**config.mk**
```make
export PLATFORM = sky130hd
export DESIGN_NAME = csx_ctrl
export DESIGN_NICKNAME = d
export VERILOG_FILES = /design/src/rtl/core/csx_pkg.sv /design/src/rtl/core/csx_ctrl.sv
export SDC_FILE = /design/constraint.sdc
export NUM_CORES = 1
export LEC_CHECK = 0
export BUFFER_PORTS_ARGS = -buffer_cell sky130_fd_sc_hd__buf_2
export CAP_MARGIN = 15
export CELL_PAD_IN_SITES_DETAIL_PLACEMENT = 1
export CELL_PAD_IN_SITES_GLOBAL_PLACEMENT = 1
export CORE_MARGIN = 2
export CORE_UTILIZATION = 31
export DETAILED_ROUTE_END_ITERATION = 10
export PLACE_DENSITY = 0.65
export RECOVER_POWER = 50
export SYNTH_ARGS = -nofsm -noshare
export SYNTH_HDL_FRONTEND = slang
export SYNTH_SLANG_ARGS = --single-unit
```
**constraint.sdc**
```tcl
create_clock -name clk -period 1.4 [get_ports clk]
set_input_delay 0.42 -clock clk [delete_from_list [all_inputs] [get_ports clk]]
set_output_delay 0.42 -clock clk [all_outputs]
set_load 0.02 [all_outputs]
```
**src/rtl/core/csx_pkg.sv**
```systemverilog
package csx_pkg;

  localparam logic [31:0] SIGMA0 = 32'h61707865;
  localparam logic [31:0] SIGMA1 = 32'h3320646e;
  localparam logic [31:0] SIGMA2 = 32'h79622d32;
  localparam logic [31:0] SIGMA3 = 32'h6b206574;

  localparam int unsigned CFG_AW = 3;
  localparam int unsigned CFG_DW = 64;

  localparam logic [CFG_AW-1:0] REG_KEY_A    = 3'd0;
  localparam logic [CFG_AW-1:0] REG_KEY_B    = 3'd1;
  localparam logic [CFG_AW-1:0] REG_KEY_C    = 3'd2;
  localparam logic [CFG_AW-1:0] REG_KEY_D    = 3'd3;
  localparam logic [CFG_AW-1:0] REG_NONCE_LO = 3'd4;
  localparam logic [CFG_AW-1:0] REG_NONCE_HI = 3'd5;
  localparam logic [CFG_AW-1:0] REG_START    = 3'd6;

  // Commands from controller to datapath
  typedef struct packed {
    logic load;       // copy input state into working words, start block
    logic round;      // run one half round (column or diagonal)
    logic diag;       // select diagonal half round
    logic finish;     // add input state back, fill keystream buffer
    logic take;       // consume one byte: capture output, advance position
    logic restart;    // reset position and counter to configured start
  } csx_cmd_t;

  // Status from datapath to controller
  typedef struct packed {
    logic pos_zero;   // no keystream block made for this position yet: a new block is needed
  } csx_sts_t;

  function automatic logic [31:0] rotl(input logic [31:0] v, input int unsigned n);
    rotl = (v << n) | (v >> (32 - n));
  endfunction

  // One full ChaCha quarter round on four words
  function automatic logic [127:0] qr(input logic [31:0] a, input logic [31:0] b,
                                      input logic [31:0] c, input logic [31:0] d);
    logic [31:0] a1, b1, c1, d1;
    a1 = a + b;   d1 = rotl(d ^ a1, 16);
    c1 = c + d1;  b1 = rotl(b ^ c1, 12);
    a1 = a1 + b1; d1 = rotl(d1 ^ a1, 8);
    c1 = c1 + d1; b1 = rotl(b1 ^ c1, 7);
    qr = {a1, b1, c1, d1};
  endfunction

endpackage

```
**src/rtl/core/csx_ctrl.sv**
```systemverilog
module csx_ctrl #(
  parameter int unsigned DOUBLE_ROUNDS = 10
) (
  input  logic              clk,
  input  logic              rst_n,
  input  logic              cfg_we,
  input  logic              in_valid,
  output logic              in_ready,
  input  logic              in_last_byte,
  output logic              out_valid,
  input  logic              out_ready,
  input  csx_pkg::csx_sts_t sts,
  output csx_pkg::csx_cmd_t cmd
);

  localparam int unsigned HALF_ROUNDS = 2 * DOUBLE_ROUNDS;
  localparam int unsigned HW = $clog2(HALF_ROUNDS);

  typedef enum logic [2:0] {
    ST_IDLE  = 3'b001,
    ST_ROUND = 3'b010,
    ST_FIN   = 3'b100
  } state_t;

  state_t        state_r, state_nxt;
  logic [HW-1:0] half_r, half_nxt;
  logic          out_valid_r, out_valid_nxt;
  logic          accept;

  // Accept a byte only with a ready keystream and room at the output
  assign in_ready  = (state_r == ST_IDLE) && !sts.pos_zero && (!out_valid_r || out_ready);
  assign accept    = in_valid && in_ready;
  assign out_valid = out_valid_r;

  always_comb begin
    state_nxt     = state_r;
    half_nxt      = half_r;
    out_valid_nxt = out_valid_r;
    cmd           = '0;
    if (out_valid_r && out_ready) begin
      out_valid_nxt = 1'b0;
    end
    case (state_r)
      ST_IDLE: begin
        if (cfg_we) begin
          cmd.restart = 1'b1;
        end else if (accept) begin
          cmd.take      = 1'b1;
          cmd.restart   = in_last_byte;
          out_valid_nxt = 1'b1;
        end else if (sts.pos_zero && in_valid) begin
          cmd.load  = 1'b1;
          half_nxt  = '0;
          state_nxt = ST_ROUND;
        end
      end
      ST_ROUND: begin
        cmd.round = 1'b1;
        cmd.diag  = half_r[0];
        half_nxt  = half_r + 1'b1;
        if (half_r == HW'(HALF_ROUNDS - 1)) begin
          state_nxt = ST_FIN;
        end
      end
      ST_FIN: begin
        cmd.finish = 1'b1;
        state_nxt  = ST_IDLE;
      end
      default: state_nxt = ST_IDLE;
    endcase
  end

  always_ff @(posedge clk) begin
    if (!rst_n) begin
      state_r     <= ST_IDLE;
      half_r      <= '0;
      out_valid_r <= 1'b0;
    end else begin
      state_r     <= state_nxt;
      half_r      <= half_nxt;
      out_valid_r <= out_valid_nxt;
    end
  end

`ifndef ASSERT_OFF
  a_no_take_in_rounds: assert property (@(posedge clk) disable iff (!rst_n)
    (state_r != ST_IDLE) |-> !cmd.take)
    else $error("byte taken during block generation");
  a_fin_after_rounds: assert property (@(posedge clk) disable iff (!rst_n)
    (state_r == ST_FIN) |-> $past(state_r == ST_ROUND))
    else $error("finish without rounds");
  a_out_after_take: assert property (@(posedge clk) disable iff (!rst_n)
    cmd.take |=> out_valid_r)
    else $error("taken byte not presented");
`endif

endmodule

```
# Yosys cells after proc, flatten, opt, wreduce, memory -nomap -nowiden
# Cells that the tools add are included.
# op_classes
add_sub_neg,1
reduce_logical,11
n_mux,23
eq_ne,8
# op_table
operator,count
5-bit 2-to-1 mux,3
3-bit 2-to-1 mux,4
1-bit 2-to-1 mux,11
5-bit one-hot mux with 2 select lines,1
4-bit AND reduction,2
2-bit 2-to-1 mux,3
2-bit inequality test (second input constant),3
3-bit one-hot mux with 2 select lines,1
5-bit by 1-bit adder with 5-bit output (second input constant),1
5-bit == test (second input constant),1
1-bit logical AND,5
3-bit by 1-bit == test with 1-bit output (second input constant),1
3-bit by 2-bit == test with 1-bit output (second input constant),1
3-bit == test (second input constant),1
1-bit zero test,2
2-bit by 1-bit inequality test with 1-bit output (second input constant),1
2-bit nonzero test,1
1-bit logical OR,1
# totals
reg_bits,9
output_inout_bits,8
input_bits,7
wordCells,46

# Logic depth before layout (Yosys ltp)
# Gate-level depths: netlist of the first run.
# depth
word_depth,7
ltp_mapped,4
mapped_depth_nobuf,4

# Worst setup path before layout of the first run
# No wires, ideal clock.
# synth_timing
path_type,reg-to-output
from,register state_r[0]
to,output cmd[0] in the netlist's numbering
slack_ns,-0.553
path_stages_with_launch,4
path_buffers,0
required_time_ns,0.980
t_arrival_ns,1.533
cell_sequence,dfxtp_1 or3b_4 nor3_2 a32o_1
# synth_lines
element,line_no,rtl
from (decl),csx_ctrl.sv:25,"state_t state_r, state_nxt;"
from (signal assigned),csx_ctrl.sv:79,state_r <= state_nxt;
to (decl),csx_ctrl.sv:13,output csx_pkg::csx_cmd_t cmd

==> flow_summary.toml, run 1 <==
[yosys]
synth-compound-area-share_pct = 15.8
syn_inst = 51
avgSynthCellArea_um2 = 9.64
syn_nets = 59
synth_cell_types = 29
synthMuxAreaShare_pct = 2.04
yosys.area_share.adder_pct = 2.54
synth_top_family_by_area = "simple AND/OR/NAND/NOR gates"
netlist_area_um2 = 492
synthSimpleGateAreaFrac_pct = 36.4
ys_ff_latch = 9
synth-xor-area-share_pct = 3.56
synth_warnings = 0
yosysSeqAreaShare_pct = 36.6

[routing]
drt-total-wl_um = 1550
routedWlPerCell_um = 15.5
ant_nets = 0
via_count = 526
first_pass_iters = 4
drcViolationCount = 0
via_per_inst = 5.26
drt_iter0_markers = 12

[power_and_ir_drop]
power_leakage_nw = 0.338
p_per_area_mw_per_mm2 = 705
p_int_mw = 0.419
netSwitchingFraction_pct = 26.7
seqPwrFrac_pct = 45.9
p_clk_share_pct = 36.0
vdd_drop_max_mv = 0.414
power_frac_comb_pct = 18.1
power.switching_mw = 0.153

[timing]
finalMaxSlewViolations = 0
min_period_ns = 1.90
tightest_slew_ns = 0.274
finalHoldViolations = 0
period_share_pct = 136
hold-worst-slack_ns = 0.377
fmax_mhz = 526
slew_headroom_pct = 81.5
setup_viol = 8
setup_ws_ns = -0.499
rsz0062_at_grt = "yes"
skew_ns = 0.00368

[cts]
cts_sinks = 9
clk_pin_slew_ns = 0.06
cts_tree = "yes"
numCtsBuffers = 3
htreeDepth = 1
clockBufferDepth = 2
insertion_delay_ns = 0.27
cts_root_buf = "clkbuf_4"

[floorplan]
dieHeight_um = 43.8
pin_count = 15
initial_utilization_pct = 33.0
die_area_mm2 = 0.00192
row_count = 14
core_mm2 = 0.00149
die_w_um = 43.8

[place]
place_ws_ns = -0.285
dp.final_hpwl_um = 973
placed_cell_area_um2 = 651
routabilityCongestion = 0.675
post-place-cells = 89
port_buffers = 14

[cells_and_area]
finish.utilization_pct = 54.5
area_delta_synth_final_pct = 64.9
multiInputGateArea_um2 = 339
layout_common_cells = "15 x buf_4, 7 x buf_6, 6 x dfxtp_1, 6 x buf_2, 4 x inv_1"
nets = 93
drive_gt1_share_pct = 58.3
design_area_um2 = 811
fillCellCount = 181
layout_commonest_cell = "buf_4"
final_cells = 100
seqCellArea_um2 = 184
diodes = 0

[worst_setup_path]
cp_cell_sequence = "or3b_4 > nor3_4 > a32o_2 > buf_6"
crit_fanout = 5
required_ns = 0.98
path_buf_inv = 1
slowest_delay_ns = 0.44
worstSetupEndpointType = "output pin"
cp_slowest_cell = "or3b_4"
crit_path_start_kind = "register"
crit_type = "reg2out"
arrival_ns = 1.48
path_delay_family = "simple AND/OR/NAND/NOR gates"

[hold_path]
hold_class = "in2reg"

[global_route]
grt_pass1_vias = 554
grt_usage_pct = 18.1
gr-total-overflow = 0
grt_pass1_wl_um = 2470
grt_max_degree = 8
antenna_found_initial = 0

[flow_run]
maxCapViolations = 0

[status]
status = "finished, violations left"
violations = "negative setup slack"
-- final cells by class --
class / instances / area share (%)
Sequential cell: 9 / 22.7
Tap cell: 16 / 2.47
Clock buffer: 3 / 2.78
Multi-Input combinational cell: 38 / 41.8
Timing Repair Buffer: 29 / 27.8
Inverter: 4 / 1.85
Clock inverter: 1 / 0.617
-- what timing repair did --
item	4_1_cts	5_1_grt
gates cloned	0	0
buffers inserted	4	4
setup endpoints to repair	7	8
pin swaps	5	1
hold buffers	0	0
gates resized for setup	15	9
-- per-stage QoR --
stage	total power, mW	TNS (ns)
after floorplan	0.311	-1.16
after global placement	0.348	-0.755
after global routing	0.604	-3.17
after detailed placement	0.350	-0.852
final	0.572	-2.69
after CTS	0.566	-2.24
-- final timing paths --
path | slack, ns | endpoint | from | cells after the start
max | -0.50 | cmd[0] | state_r[1] | 4
min | 0.38 | state_r[0] | rst_n | 2
max reg2reg | -0.10 | half_r[3] | state_r[0] | 7
min reg2reg | 0.55 | half_r[4] | half_r[3] | 2
-- sequential cells by signal, indices dropped and copies added (netlist names) --
register / flops
half_r: 5
state_r: 3
out_valid: 1
-- routing by layer --
layer / global-route usage [%] / wire length (µm) / vias to the layer above
li1: - / - / 259
met4: 10.9 / 22 / 0
met3: 3.75 / 43 / 4
met1: 19.4 / 647 / 252
met2: 32.1 / 831 / 11
met5: 0 / 0 / -
-- logic make-up after synthesis --
logic type	count (synthesis)
buffers and inverters	4
multiplexers	1
flip-flops	9
AO/OA/AOI/OAI	11
XOR/XNOR	2
AND/OR/NAND/NOR	23
adder cells (fa/ha/maj)	1
-- synth_stat cells --
cell / number / area, µm²
a2111oi_0: 1 / 8.76
a21oi_1: 2 / 10.0
a31o_2: 2 / 17.5
a32o_1: 1 / 10.0
and3_1: 1 / 6.26
and4bb_2: 2 / 25.0
dfxtp_1: 9 / 180
ha_1: 1 / 12.5
inv_1: 4 / 15.0
mux2i_1: 1 / 10.0
nand2_1: 1 / 3.75
nand2b_1: 2 / 12.5
nand3b_1: 1 / 7.51
nand4_1: 2 / 12.5
nand4b_1: 1 / 8.76
nor2_1: 3 / 11.3
nor2b_1: 2 / 12.5
nor3_1: 1 / 5.00
nor3_2: 1 / 10.0
nor3b_1: 2 / 15.0
nor4_4: 1 / 21.3
nor4bb_1: 1 / 10.0
o21a_1: 2 / 15.0
o21ai_0: 1 / 5.00
o21ai_1: 1 / 5.00
o22ai_1: 1 / 6.26
or2_2: 1 / 6.26
or3b_4: 1 / 11.3
xnor2_1: 2 / 17.5
-- power groups by stage --
stage               logic [mW]  clock network [mW]  registers (mW)
floorplan               0.0406                   0           0.271
global placement        0.0801                   0           0.268
detailed placement      0.0819                   0           0.268
CTS                     0.0908               0.213           0.262
global route             0.111               0.230           0.263
finish                   0.104               0.206           0.262
(Power assumes the default switching activity.)
==> run 2, diff against run 1 <==
--- a/config.mk
+++ b/config.mk
@@ -5,12 +5,13 @@
 export SDC_FILE = /design/constraint.sdc
 export NUM_CORES = 1
 export LEC_CHECK = 0
+export ABC_AREA = 1
 export BUFFER_PORTS_ARGS = -buffer_cell sky130_fd_sc_hd__buf_2
 export CAP_MARGIN = 15
 export CELL_PAD_IN_SITES_DETAIL_PLACEMENT = 1
 export CELL_PAD_IN_SITES_GLOBAL_PLACEMENT = 1
 export CORE_MARGIN = 2
-export CORE_UTILIZATION = 31
+export CORE_UTILIZATION = 29
 export DETAILED_ROUTE_END_ITERATION = 10
 export PLACE_DENSITY = 0.65
 export RECOVER_POWER = 50
==> flow_summary.toml, run 2 <==
[status]
status = "finished, violations left"
violations = "negative setup slack"

[place]
dp.final_hpwl_um = 1070
routabilityCongestion = 0.681
place_ws_ns = -0.186
port_buffers = 14
placed_cell_area_um2 = 663

[floorplan]
pin_count = 15
initial_utilization_pct = 31.7
die_area_mm2 = 0.00205
dieHeight_um = 45.3
row_count = 14
core_mm2 = 0.00156
die_w_um = 45.3

[timing]
fmax_mhz = 556
finalHoldViolations = 0
period_share_pct = 128
hold-worst-slack_ns = 0.404
setup_ws_ns = -0.399
finalMaxSlewViolations = 0
rsz0062_at_grt = "yes"
min_period_ns = 1.80
skew_ns = 0.00477
tightest_slew_ns = 0.266
slew_headroom_pct = 82.2
tns_ns = -2.17
setup_viol = 7

[cts]
htreeDepth = 1
cts_tree = "yes"
cts_sinks = 9
numCtsBuffers = 3
clk_pin_slew_ns = 0.06
clockBufferDepth = 2
insertion_delay_ns = 0.26
cts_root_buf = "clkbuf_4"

[worst_setup_path]
arrival_ns = 1.38
crit_type = "reg2out"
crit_path_start_kind = "register"
r2r-start = "state_r[0]"
r2r_slack_ns = 0.03
r2r_end = "half_r[2]"
worstSetupEndpointType = "output pin"
required_ns = 0.98
reg2reg_depth = 9
crit_fanout = 3

[cells_and_area]
multiInputGateArea_um2 = 325
area_delta_synth_final_pct = 71.1
nets = 111
seqCellArea_um2 = 183
layout_commonest_cell = "inv_1"
largest_reg_flops = 5
regMostFlops = "half_r"
diodes = 0
design_area_um2 = 846
fillCellCount = 194
layout_common_cells = "13 x inv_1, 11 x buf_4, 10 x nand2_1, 10 x buf_6, 7 x dfxtp_1"
drive_gt1_share_pct = 52.0

[yosys]
yosys.area.top_type_share_pct = 36.5
ys_ff_latch = 9
avgSynthCellArea_um2 = 7.06
synth.most_common_cell = "inv_1"
synth_warnings = 0
async_flop_share_pct = 0
synth_edf_count = 0
syn_nets = 78
synth.area.top_cells = "dfxtp_1 36%, inv_1 11%, nand2_1 11%"
synth_flop_cell = "dfxtp_1"
syn_inst = 70
synth_top_cell_by_area = "dfxtp_1"
yosysSeqAreaShare_pct = 36.5
synthTopCellsByCount = "15 x inv_1, 14 x nand2_1, 9 x dfxtp_1"
netlist_area_um2 = 494
synth_cell_types = 17

[hold_path]
hold_depth = 2
min_to = "state_r[0]"
hold_start = "rst_n"
hold_class = "in2reg"

[flow_run]
maxCapViolations = 0

[power_and_ir_drop]
p_per_area_mw_per_mm2 = 1670
power_leakage_nw = 0.411
finalPower_mw = 1.41
vdd_drop_max_mv = 0.869

[global_route]
gr-total-overflow = 0
grt_max_degree = 8
antenna_found_initial = 0
grt_pass1_vias = 594
grt_pass1_wl_um = 2550
grt_usage_pct = 18.5

[routing]
routedWlPerCell_um = 12.7
first_pass_iters = 1
via_per_inst = 4.79
ant_nets = 0
drt_iter0_markers = 0
drcViolationCount = 0
drt-total-wl_um = 1490
via_count = 565
## run 2: cell types whose count changed after synthesis, moves of 2 or more
| cell | previous run | this run |
|---|---|---|
| a31o_2 | 2 | 0 |
| xnor2_1 | 2 | 0 |
| nand2_1 | 1 | 14 |
| inv_1 | 4 | 15 |
| nor2b_1 | 2 | 0 |
| and4bb_2 | 2 | 0 |
| nor3b_1 | 2 | 0 |
| nand3_1 | 0 | 7 |
| nand2b_1 | 2 | 0 |
| a21oi_1 | 2 | 6 |
## run 2: what timing repair did
item / in CTS / in global routing
setup buffers: 4 / 3
gates resized for setup: 20 / 17
pin swaps: 4 / 7
endpoints found under the setup margin: 8 / 14
hold buffers: 0 / 0
## run 2: how the worst max path moves through the flow
stage,start,endpoint,slack [ns],cells past startpoint
after detailed placement,sts,cmd[5],-0.19,6
after global placement,state_r[0],cmd[1],-0.16,5
after CTS,state_r[0],cmd[0],-0.36,5
after global routing,state_r[0],cmd[0],-0.49,5
after floorplan,sts,cmd[5],-0.06,4
final,state_r[0],cmd[5],-0.40,8
## run 2: metal layers
layer	global-route usage, %	routed length (µm)	vias to the layer above
li1	-	-	290
met4	7.06	13	0
met3	7.20	53	2
met2	34.3	786	9
met1	18.3	641	264
met5	0	0	-
## run 2: area by class of cell
type,instances,area share (%)
repair buffers,28,27.1
multi-input cells,45,38.5
well taps,16,2.37
clock buffers,4,3.11
inverters,16,7.40
flip-flops and latches,9,21.6
## run 2: critical path: stages (launching register included)
cell and delay (ns):
dfxtp_2 0.34, inv_2 0.05, nor3_4 0.20, buf_4 0.14
buf_6 0.09, o31ai_4 0.06, nand3_2 0.08, inv_2 0.04
buf_6 0.12
## run 2: cell families after synthesis
logic type | after synthesis | share of synthesized area, %
AO/OA/AOI/OAI | 11 | 15.4
adder cells (fa/ha/maj) | 1 | 2.53
buffers and inverters | 16 | 12.2
flip-flops | 9 | 36.5
AND/OR/NAND/NOR | 33 | 33.4
## run 2: through the flow
step                      utilization, %  instances
after floorplan                        -         70
after global placement              42.5        109
after detailed placement            42.5        109
after CTS                           50.2        117
after global routing                54.3        118
final                               54.3        118
## run 2: report_power, final
part | internal, mW | switching, mW | leakage (nW)
Combinational | 0.464 | 0.432 | 0.323
Clock | 0.110 | 0.0896 | 0.0150
Sequential | 0.289 | 0.0244 | 0.0729
==> run 3, diff against run 2 <==
--- a/config.mk
+++ b/config.mk
@@ -13,7 +13,7 @@
 export CORE_MARGIN = 2
 export CORE_UTILIZATION = 29
 export DETAILED_ROUTE_END_ITERATION = 10
-export PLACE_DENSITY = 0.65
+export PLACE_DENSITY_LB_ADDON = 0.1
 export RECOVER_POWER = 50
 export SYNTH_ARGS = -nofsm -noshare
 export SYNTH_HDL_FRONTEND = slang
==> flow_summary.toml, run 3 (synthesis results as in run 2) <==
[floorplan]
pin_count = 15
die_w_um = 45.3
core_mm2 = 0.00156
row_count = 14
dieHeight_um = 45.3
initial_utilization_pct = 31.7
die_area_mm2 = 0.00205

[worst_setup_path]
arrival_ns = 1.28
r2r_slack_ns = 0.17
crit_type = "reg2out"
crit_fanout = 3
worstSetupEndpointType = "output pin"
crit_path_start_kind = "register"
r2r-start = "state_r[1]"
required_ns = 0.98
critPathLaunch = "state_r[1]"

[routing]
routedWlPerCell_um = 11.3
drcViolationCount = 0
via_per_inst = 4.65
via_count = 544
ant_nets = 0
drt_iter0_markers = 2
drt-total-wl_um = 1320
first_pass_iters = 3

[timing]
hold-worst-slack_ns = 0.399
setup_viol = 7
skew_ns = 0.000391
tightest_slew_ns = 0.297
min_period_ns = 1.70
finalMaxSlewViolations = 0
setup_ws_ns = -0.297
fmax_mhz = 589
rsz0062_at_grt = "yes"
slew_headroom_pct = 80.1
period_share_pct = 121
finalHoldViolations = 0

[cts]
htreeDepth = 1
hold_buffers = 0
postCtsSetupBuffers = 0
clk_pin_slew_ns = 0.06
clockBufferDepth = 2
numCtsBuffers = 3
cts_tree = "yes"
cts_root_buf = "clkbuf_4"
cts_sinks = 9
insertion_delay_ns = 0.26

[power_and_ir_drop]
vdd_drop_max_mv = 0.547
p_per_area_mw_per_mm2 = 1520
power_leakage_nw = 0.397
finalPower_mw = 1.19

[global_route]
grt_max_degree = 8
grt_pass1_vias = 591
gr-total-overflow = 0
grt_usage_pct = 16.4
grt_pass1_wl_um = 2410
antenna_found_initial = 0

[hold_path]
hold_class = "in2reg"
hold_start = "rst_n"

[cells_and_area]
regMostFlops = "half_r"
largest_reg_flops = 5
area_delta_synth_final_pct = 58.5
diodes = 0
nets = 110
layout_common_cells = "13 x nand2_1, 13 x buf_4, 12 x inv_1"
drive_gt1_share_pct = 47.5

[place]
dp.final_hpwl_um = 1100
port_buffers = 14
routabilityCongestion = 0.696
place_ws_ns = -0.188

[flow_run]
maxCapViolations = 0

[status]
status = "finished, violations left"
violations = "negative setup slack"
## run 3: changes by cell type in the layout (fill, tap and decap cells not counted), moves of 2 or more
| cell | change |
|---|---|
| a21oi_2 | -2 |
| buf_6 | -5 |
| buf_2 | +2 |
| a21oi_1 | +2 |
| nand2_1 | +3 |
| buf_4 | +2 |
| nand2_2 | -2 |
| inv_2 | +2 |
## run 3: repair_timing
| action | in CTS | in global routing |
|---|---|---|
| pin swaps | 1 | 1 |
| gates resized for setup | 17 | 5 |
| setup endpoints to repair | 7 | 7 |
| hold endpoints to repair | 0 | 0 |
## run 3: final cells by class
type / count / area (µm²)
Inverter: 16 / 60.1
Clock buffer: 4 / 26.3
Multi-Input combinational cell: 45 / 295
Tap cell: 16 / 20.0
Sequential cell: 9 / 184
Fill cell: 207 / 776
Timing Repair Buffer: 27 / 198
## run 3: where the power goes
| part | switching [mW] | internal, mW |
|---|---|---|
| logic | 0.355 | 0.321 |
| registers | 0.0243 | 0.289 |
| clock network | 0.0889 | 0.110 |
## run 3: worst max-delay path, stage by stage (launching register included)
cell and delay [ns]:
dfxtp_2 0.33, nor3_4 0.21, nand4_1 0.17, o21ai_2 0.17
buf_6 0.13
## run 3: path summary, 6_finish.rpt
check,endpoint,cells past startpoint
max,cmd[0],4
min,state_r[0],2
max reg2reg,half_r[2],7
min reg2reg,half_r[4],2
## run 3: metal layers
layer  vias to the layer above  wire length [µm]  track usage (%)
met2                        11               661             26.0
li1                        289                 -                -
met1                       242               587             20.4
met5                         -                 0                0
met4                         0                17             4.71
met3                         2                53             6.40
## run 3: per-stage QoR
| step | instance area [µm²] | TNS (ns) | utilization [%] | cells |
|---|---|---|---|---|
| final | 783 | -1.41 | 50.2 | 117 |
| after global routing | 783 | -2.01 | 50.2 | 117 |
| after CTS | 768 | -1.62 | 49.3 | 117 |
| after detailed placement | 693 | -0.496 | 44.5 | 113 |
| after global placement | 693 | -0.433 | 44.5 | 113 |
| after floorplan | 505 | -0.129 | - | 70 |
